[config.mk]
export PLATFORM = sky130hd
export DESIGN_NAME = prc_cell
export DESIGN_NICKNAME = d
export VERILOG_FILES = /design/src/rtl/prc_pkg.sv /design/src/rtl/prc_cell.sv
export SDC_FILE = /design/constraint.sdc
export NUM_CORES = 1
export LEC_CHECK = 0
export ABC_AREA = 1
export BUFFER_PORTS_ARGS = -buffer_cell sky130_fd_sc_hd__buf_2
export CAP_MARGIN = 10
export CORE_AREA = 2 2 190 192
export DETAILED_ROUTE_END_ITERATION = 12
export DIE_AREA = 0 0 192 194
export PLACE_DENSITY_LB_ADDON = 0.1
export SLEW_MARGIN = 20
export SYNTH_ARGS = -nofsm -noshare
export SYNTH_HDL_FRONTEND = slang
export SYNTH_SLANG_ARGS = --single-unit
export TNS_END_PERCENT = 30
[constraint.sdc]
create_clock -name clk -period 13.7 [get_ports clk]
set_clock_uncertainty 0.2 [all_clocks]
set_input_delay 1.37 -clock clk [delete_from_list [all_inputs] [get_ports clk]]
set_output_delay 1.37 -clock clk [all_outputs]
set_load 0.1 [all_outputs]
[src/rtl/prc_pkg.sv]
package prc_pkg;

    // FNV-1a constants (32-bit variant).
    localparam logic [31:0] FNV_PRIME = 32'd16777619;
    localparam logic [31:0] FNV_BASIS = 32'd2166136261;

    // Bytes fed into the hash per record, one per cell.
    localparam int NUM_CELLS = 16;
    localparam int REC_BITS  = 8 * NUM_CELLS;

    // Enum limits of the record fields.
    localparam logic [7:0] MODE_MAX    = 8'd2;
    localparam logic [7:0] PRIVACY_MAX = 8'd2;
    localparam logic [7:0] TUNNEL_MAX  = 8'd2;

    // Connection mode codes.
    localparam logic [7:0] MODE_OFFGRID  = 8'd0;
    localparam logic [7:0] MODE_INTERNET = 8'd1;
    localparam logic [7:0] MODE_SMART    = 8'd2;

    // Configuration register indexes.
    localparam logic [1:0] REG_MAGIC   = 2'd0;
    localparam logic [1:0] REG_VERSION = 2'd1;

    // Reject reason codes.
    localparam logic [1:0] REJ_NONE       = 2'd0;
    localparam logic [1:0] REJ_INVALID    = 2'd1;
    localparam logic [1:0] REJ_NO_WIFI    = 2'd2;
    localparam logic [1:0] REJ_TUNNEL_OFF = 2'd3;

    // Per-record side information that rides along the hash chain.
    typedef struct packed {
        logic [31:0] stored_sum;
        logic        pre_ok;
        logic        offgrid_perm;
        logic        inet_perm;
        logic        inet_excl;
        logic        smart_sel;
        logic        priv_max;
        logic        tunnel_req;
        logic        wifi;
        logic        tun_up;
    } side_t;

endpackage

[src/rtl/prc_cell.sv]
module prc_cell
    import prc_pkg::*;
(
    input  logic                clk,
    input  logic                rst_n,
    input  logic                in_valid,
    output logic                in_ready,
    input  logic [31:0]         in_hash,
    input  logic [REC_BITS-1:0] in_bytes,
    input  side_t               in_side,
    output logic                out_valid,
    input  logic                out_ready,
    output logic [31:0]         out_hash,
    output logic [REC_BITS-1:0] out_bytes,
    output side_t               out_side
);

    logic                valid_reg;
    logic [31:0]         hash_reg;
    logic [31:0]         hash_next;
    logic [REC_BITS-1:0] bytes_reg;
    side_t               side_reg;

    // The cell takes a new item when it is empty or its item moves on.
    assign in_ready = !valid_reg || out_ready;

    // One FNV-1a round on the lowest pending byte: xor, then multiply mod 2^32.
    assign hash_next = (in_hash ^ {24'd0, in_bytes[7:0]}) * FNV_PRIME;

    // Occupancy flag.
    always_ff @(posedge clk or negedge rst_n)
    begin
        if (!rst_n)
        begin
            valid_reg <= 1'b0;
        end
        else if (in_ready)
        begin
            valid_reg <= in_valid;
        end
    end

    // Payload: the consumed byte is dropped and the remaining bytes shift down toward the next cell.
    always_ff @(posedge clk)
    begin
        if (in_ready && in_valid)
        begin
            hash_reg  <= hash_next;
            bytes_reg <= {8'd0, in_bytes[REC_BITS-1:8]};
            side_reg  <= in_side;
        end
    end

    assign out_valid = valid_reg;
    assign out_hash  = hash_reg;
    assign out_bytes = bytes_reg;
    assign out_side  = side_reg;

endmodule

* After elaboration in Yosys (flattened, before gate mapping)
Cells that the tools add are included.
** Cells by class
- Reduce and logical (&&, ||, !) cells :: 3
- Bitwise operators :: 1
- Multipliers :: 1
** Operator list (number)
- multiplier 32 x 25 -> 32 bit (second input constant) :: 1
- bitwise XOR 32 x 8 -> 32 bit :: 1
- logical AND 1 bit :: 1
- logical NOT 1 bit :: 1
- logical OR 1 bit :: 1
** Word-level totals
- Output and inout port bits :: 203
- Word-level logic and storage cells :: 18
- Input port bits :: 205
- Bits in registers :: 194

* Logic depth before layout (Yosys ltp)
Gate-level depths: netlist of run 1.
- Word-level depth :: 3
- Gate-level depth with buffers :: 24
- Mapped depth without buffers :: 24

* Least setup slack after synthesis of run 1
No wires, ideal clock.
- Path kind :: input-to-reg
- From :: in in_valid
- To :: reg bytes_reg[0] (netlist: out_bytes[0]) (enable)
- Path buffers :: 0
- Library setup time :: 0.808 ns
- Arrival :: 10.679 ns
- Path slack :: 2.013 ns
- Data required time :: 12.692 ns
- Stages on the path :: 2
- Cell sequence :: inv_1 > a21oi_1
** On the way
- Word-level cells in the longest chain between the ends :: 1
** Ends and longest elaborated chain
- from (decl) :: RTL line prc_cell.sv:6 : input logic in_valid,
- logical AND 1 bit :: RTL line prc_cell.sv:46 : if (in_ready && in_valid)
- to (signal assigned) :: RTL line prc_cell.sv:49 : bytes_reg <= {8'd0, in_bytes[REC_BITS-1:8]};
- to (decl) :: RTL line prc_cell.sv:21 : logic [REC_BITS-1:0] bytes_reg;
No other way between the ends.
A chain may end at the register's enable or synchronous reset.

* Final worst setup path of run 1
- From :: in in_bytes[4]
- To :: reg hash_reg[29] (netlist: out_hash[29]) (data pin)
** On the way
- Word-level cells in the longest chain between the ends :: 2
** Ends and longest elaborated chain
- from (decl) :: RTL line prc_cell.sv:9 : input logic [REC_BITS-1:0] in_bytes,
- bitwise XOR 32 x 8 -> 32 bit :: RTL line prc_cell.sv:28 : assign hash_next = (in_hash ^ {24'd0, in_bytes[7:0]}) * FNV_PRIME;
- multiplier 32 x 25 -> 32 bit :: RTL line prc_cell.sv:28
- via hash_next[29] :: RTL line prc_cell.sv:20 : logic [31:0] hash_next;
- to (signal assigned) :: RTL line prc_cell.sv:48 : hash_reg <= hash_next;
- to (decl) :: RTL line prc_cell.sv:19 : logic [31:0] hash_reg;
The timed path passes the listed nets, and every way through them passes these cells.

==> summary.txt, run 1 <==
Logic synthesis
  • Netlist cell types: 31
  • Register area share after synthesis: 0.478
  • Cells after Synth: 1027
  • Seq cells post-synth: 194
  • Ys Warns: 0
  • Synth Cell Area: 12200 sq um
  • Syn avg cell area: 11.9 sq um

Status
  • Status: finished, final reports clean

STA
  • Rel. slew slack: 0.329
  • F_max: 158 MHz
  • RSZ-0062 raised after global routing: false
  • Min Hold Slack: 408 ps
  • Final setup fails: 0
  • Final Slew Violations: 0
  • Final clock period utilization by the worst path: 0.463
  • Slew @ Worst Pin: 1010 ps
  • Hold Fails Final Rpt: 0
  • Post-route minimum period: 6350 ps
  • Sum Neg Setup Slack: 0 ps

Global route
  • Met2 usage: 0.334
  • GRT Total Usage: 0.184
  • Vias in the first global route: 8552
  • First-pass GRT wire length: 51.0 mm
  • GRT overflow: 0
  • Initial antenna violation count: 6
  • M3 GR Usage: 0.0375
  • Largest net degree at the start of global routing: 81
  • Routing usage on met1: 0.213
  • Global route hottest layer: met2

Detailed routing
  • Wire per inst: 18.0 microns
  • Remaining DRCs: 0
  • Vias post-DR: 8539
  • Initial drt markers: 381
  • Vias per cell: 4.44
  • 1st-pass router iterations: 5
  • Post-route ant nets: 0
  • Total routed wirelength: 34.7 mm

Clocking
  • Clk buf depth: 2
  • Root buf cell: clkbuf_16
  • CTS Buf Count: 17
  • Clock Latency Late Sink: 420 ps
  • CTS resizes: 0
  • CTS clk-pin slew, worst paths: 80 ps
  • Postcts setup bufs: 0
  • Sinks on Clock Net: 194
  • Hold-fix buffers at CTS: 0
  • H-tree depth: 4
  • TritonCTS clock tree: built

Worst setup path
  • Reg2reg path depth: 3
  • R2R Setup Slk: 10740 ps
  • Arrival time at the worst endpoint: 6340 ps
  • Setup CP Type: input port to flop
  • CP dominant cell by count: ha_1
  • Worst reg2reg startpoint: out_valid
  • CP cell instances: buf_2 > xor2_1 > ha_1 > ha_1 > fa_1 > ha_1 > fa_1 > ha_1 > inv_1 > fa_1 > inv_1 > ha_1 > a21o_1 > nor2_1 > nand3_1 > nand4_1 > nand2_1 > nand2_1 > nand2_1
  • Worst-path maximum fanout: 6
  • Worst path required time: 13690 ps
  • Reg-to-reg endpoint: out_bytes[51]
  • CP Capture Type: flop
  • Slowest-stage cell, CP: xor2_1
  • CP startpoint kind: input port
  • CP peak stage delay: 750 ps

Placed design
  • Dpl cell area: 14800 sq um
  • Port Buffer Count: 399
  • Placed insts: 1890
  • Detailed Place HPWL: 29.9 mm
  • GPL Wtd Cong: 0.901

Min path
  • Hold Crit Endpoint: out_valid
  • Hold crit path type: flop to flop
  • Min-delay src: out_valid
  • Hold Path Depth: 2

Floorplanning
  • Io pins: 408
  • Full die area: 37200 sq um
  • Die Span X: 192 microns
  • Starting Density: 0.346
  • Die Y: 194 microns
  • Core ar.: 35200 sq um
  • Num rows: 69

Power
  • Total leakage power: 7.66 nW
  • Tot Pwr: 3.91 mW
  • Pwr/cell area: 255 nW/um^2
  • Maximum vdd ir drop: 0.103 mV

Final layout
  • # fillers: 3436
  • Share of cells above drive strength 1: 0.305
  • Final Cell Area: 15300 sq um
  • Multi-input logic area: 5500 sq um
  • Area grow syn2layout: 25.7%
  • FF+latch area: 5820 sq um
  • Finished Layout Cells: 1924
  • # nets final: 1911

Flow run
  • MaxCap Viol Count: 0
==> cell type report <==
class / count / area share
Sequential cell: 194 / 0.380
Multi-Input combinational cell: 607 / 0.359
Timing Repair Buffer: 403 / 0.132
Inverter: 225 / 0.0551
Tap cell: 461 / 0.0377
Clock buffer: 17 / 0.0278
Clock inverter: 15 / 0.00792
Antenna cell: 2 / 0.000327
==> cells by family (layout without fill, tap and decap cells) <==
family	Yosys count	in the layout	share of synthesized area
flip-flops	194	194	0.478
adder cells (fa/ha/maj)	258	258	0.311
other	1	10	0.000308
XOR/XNOR	32	32	0.0230
AO/OA/AOI/OAI	50	50	0.0235
AND/OR/NAND/NOR	259	259	0.0906
buffers and inverters	233	660	0.0743
==> how the worst max path moves through the flow <==
stage / start / end / slack, ps / depth (start not counted)
after floorplan: in_valid / out_bytes[0] / 2010 / 2
after global placement: in_bytes[4] / out_hash[29] / 6810 / 19
after detailed placement: in_bytes[4] / out_hash[31] / 6790 / 19
after CTS: in_bytes[4] / out_hash[31] / 7240 / 19
after global routing: in_bytes[2] / out_hash[24] / 7050 / 22
final: in_bytes[4] / out_hash[29] / 7350 / 19
==> Yosys cell counts <==
cell type	number	share of area
inv_1	225	0.069
edfxtp_1	193	0.48
ha_1	184	0.19
nand2_1	142	0.044
fa_1	74	0.12
nor2_1	48	0.015
nand3_1	39	0.016
a21oi_1	29	0.012
xor2_1	27	0.019
o21ai_0	9	0.0037
buf_4	8	0.0049
nor3_1	8	0.0033
nand4_1	7	0.0036
xnor2_1	5	0.0036
nand2_2	4	0.0021
o21bai_1	4	0.0025
nand3_2	2	0.0016
nand3b_1	2	0.0012
nor2_2	2	0.0010
nor3_2	2	0.0016
o21a_1	2	0.0012
o21ai_1	2	0.00082
a21boi_0	1	0.00062
a21boi_1	1	0.00062
a21o_1	1	0.00062
conb_1	1	0.00031
dfrtp_1	1	0.0021
nor4_1	1	0.00051
o21bai_4	1	0.0015
or2_1	1	0.00051
or2_2	1	0.00051
==> routing by layer <==
| metal | vias to the layer above | wire length [microns] |
|---|---|---|
| met2 | 243 | 17700 |
| met3 | 40 | 2110 |
| li1 | 4214 | - |
| met5 | - | 55 |
| met4 | 8 | 1030 |
| met1 | 4034 | 13800 |
==> power by group <==
group / internal (mW) / switching [mW] / leakage, nW
clock network: 0.238 / 0.232 / 0.267
logic: 0.749 / 1.85 / 5.54
registers: 0.820 / 0.0187 / 1.85
==> worst max-delay path, delay by kind of cell <==
family	cells	cell delay, ps
AOI/OAI and AO/OA	1	220
and+or+nand+nor	6	750
adders and majority gates	8	3020
xor gates and xnor gates	1	750
buffers and inverters	3	200
==> state kept, by name, summed over array words and instances, names as in the netlist <==
name	count
out_hash	32
out_bytes	120
out_side	41
out_valid	1
==> metrics by stage <==
stage                util  setup slack (ps)
floorplan               -              2010
global placement    0.419              6810
detailed placement  0.419              6790
CTS                 0.435              7240
global route        0.435              7050
finish              0.435              7350
==> placed cells by master (no fill, tap or decap), types with 2 or more instances in the layout <==
cell type / n
nand3b_1: 2
o21ai_0: 9
a21oi_1: 28
xor2_1: 27
nor3_2: 2
diode_2: 2
nor2_1: 48
nand3_2: 2
nor2_2: 2
clkinv_1: 3
nor3_1: 8
o21ai_1: 2
fa_1: 74
o21a_1: 2
buf_2: 399
buf_4: 4
nand3_1: 39
edfxtp_1: 193
o21bai_1: 4
nand2_2: 4
xnor2_1: 5
inv_6: 7
nand4_1: 7
clkbuf_16: 17
ha_1: 184
inv_1: 225
conb_1: 8
nand2_1: 142
No activity file was read; power rests on OpenSTA's default activity.
==> run 2, diff against run 1 <==
Clock period 13.7 ns to 5.2 ns, I/O delays scaled along.
==> summary.txt, run 2 (synthesis results as in run 1) <==
Detailed routing
  • Initial drt markers: 457
  • Vias post-DR: 8831
  • Remaining DRCs: 0
  • Wire per inst: 17.4 microns
  • 1st-pass router iterations: 4
  • Vias per cell: 4.42
  • Total routed wirelength: 34.7 mm
  • Post-route ant nets: 0

Worst setup path
  • R2R Setup Slk: 3260 ps
  • CP Capture Type: flop
  • Worst-path maximum fanout: 4
  • Setup CP Type: input port to flop
  • CP startpoint kind: input port
  • Arrival time at the worst endpoint: 4980 ps
  • Worst path required time: 5190 ps

Power
  • Maximum vdd ir drop: 0.391 mV
  • Reg power frac: 0.191
  • Switch share: 0.505
  • Switch Pwr: 5.85 mW
  • Tot Pwr: 11.6 mW
  • Pwr/cell area: 722 nW/um^2
  • Clk pwr share: 0.114
  • Total leakage power: 8.06 nW
  • Comb pwr share: 0.695
  • P_int: 5.74 mW

Global route
  • Largest net degree at the start of global routing: 151
  • GRT overflow: 0
  • First-pass GRT wire length: 51.0 mm
  • GRT Total Usage: 0.184
  • Vias in the first global route: 8836
  • Initial antenna violation count: 4

Floorplanning
  • Die Span X: 192 microns
  • Num rows: 69
  • Starting Density: 0.346
  • Full die area: 37200 sq um
  • Die Y: 194 microns
  • Io pins: 408
  • Core ar.: 35200 sq um

STA
  • Min Hold Slack: 60.8 ps
  • Slew @ Worst Pin: 880 ps
  • Final setup fails: 0
  • F_max: 200 MHz
  • Post-route minimum period: 4990 ps
  • Final Slew Violations: 0
  • Rel. slew slack: 0.413
  • Hold Fails Final Rpt: 0
  • Sum Neg Setup Slack: 0 ps
  • Final clock period utilization by the worst path: 0.960
  • RSZ-0062 raised after global routing: false

Final layout
  • Area grow syn2layout: 31.7%
  • # nets final: 1985
  • Share of cells above drive strength 1: 0.349
  • Max reg flops: 120
  • Most common cell after layout, fill and taps aside: buf_2
  • # fillers: 3423
  • Most frequent cells in the layout: buf_2 (399), inv_1 (225), edfxtp_1 (193), ha_1 (181), nand2_1 (139)
  • Final Cell Area: 16000 sq um

Clocking
  • Sinks on Clock Net: 194
  • TritonCTS clock tree: built
  • Root buf cell: clkbuf_16
  • CTS clk-pin slew, worst paths: 80 ps
  • H-tree depth: 4
  • Clk buf depth: 2
  • CTS Buf Count: 17
  • Clock Latency Late Sink: 420 ps

Min path
  • Hold crit path type: input port to flop

Placed design
  • GPL Wtd Cong: 0.897
  • Port Buffer Count: 399
  • Dpl cell area: 15300 sq um
  • Detailed Place HPWL: 29.9 mm

Status
  • Status: finished, final reports clean

Flow run
  • MaxCap Viol Count: 0
-- run 2: path summary, 6_finish.rpt --
kind | start | end | depth (start not counted)
setup / recovery | in_bytes[7] | out_hash[28] | 22
hold / removal | in_bytes[97] | out_bytes[89] | 1
setup reg to reg | out_valid | out_bytes[78] | 2
hold reg to reg | out_valid | out_valid | 2
max in group asynchronous | rst_n | out_valid | 2
min in group asynchronous | rst_n | out_valid | 2
-- run 2: repair_timing --
action                     CTS  global route
resized for setup            0            19
setup endpoints to repair    0            17
setup buffers                0             0
hold buffers                 1             0
hold endpoints to repair     1             0
-- run 2: critical path, cell delays in order --
cell and delay [ps]:
buf_2 100, or2_1 260, nand2_4 120, inv_1 70, ha_1 280, ha_1 300
fa_1 440, ha_1 220, fa_1 440, ha_1 280, inv_1 40, fa_1 480
inv_1 50, ha_1 330, a21oi_1 280, o21ai_0 200, nand2_1 90, nand2_1 100
a21oi_1 180, nand2_1 70, nand2_1 50, nand2_1 50
-- run 2: per-stage QoR --
step / instances / utilization / worst slack, ps
global route: 1996 / 0.455 / 4.16
finish: 1999 / 0.456 / 210
detailed placement: 1963 / 0.435 / -432
global placement: 1963 / 0.435 / -429
CTS: 1996 / 0.452 / 20.9
floorplan: 1034 / - / 222
-- run 2: final cells by class --
| cell class | instances | area [sq um] | area share |
|---|---|---|---|
| clock buffers | 18 | 429 | 0.0267 |
| clock inverters | 14 | 164 | 0.0102 |
| flip-flops and latches | 194 | 5820 | 0.363 |
| well taps | 461 | 577 | 0.0359 |
| diodes | 3 | 7.51 | 0.000468 |
| repair buffers | 477 | 2600 | 0.162 |
| inverters | 225 | 845 | 0.0526 |
| multi-input cells | 607 | 5610 | 0.349 |
-- run 2: routing by layer --
layer,global-route usage,share of wire
met1,0.211,0.39
met4,0.0554,0.022
met3,0.0279,0.053
met2,0.349,0.53
met5,0,0.0012
-- run 2: power groups by stage --
stage / combinational (mW) / sequential, mW / clock [mW]
6_report: 8.05 / 2.21 / 1.32
5_1_grt: 9.01 / 2.23 / 1.41
4_1_cts: 7.92 / 2.22 / 1.36
3_5_place_dp: 7.89 / 2.25 / 0
3_3_place_gp: 7.87 / 2.25 / 0
2_1_floorplan: 3.85 / 3.59 / 0
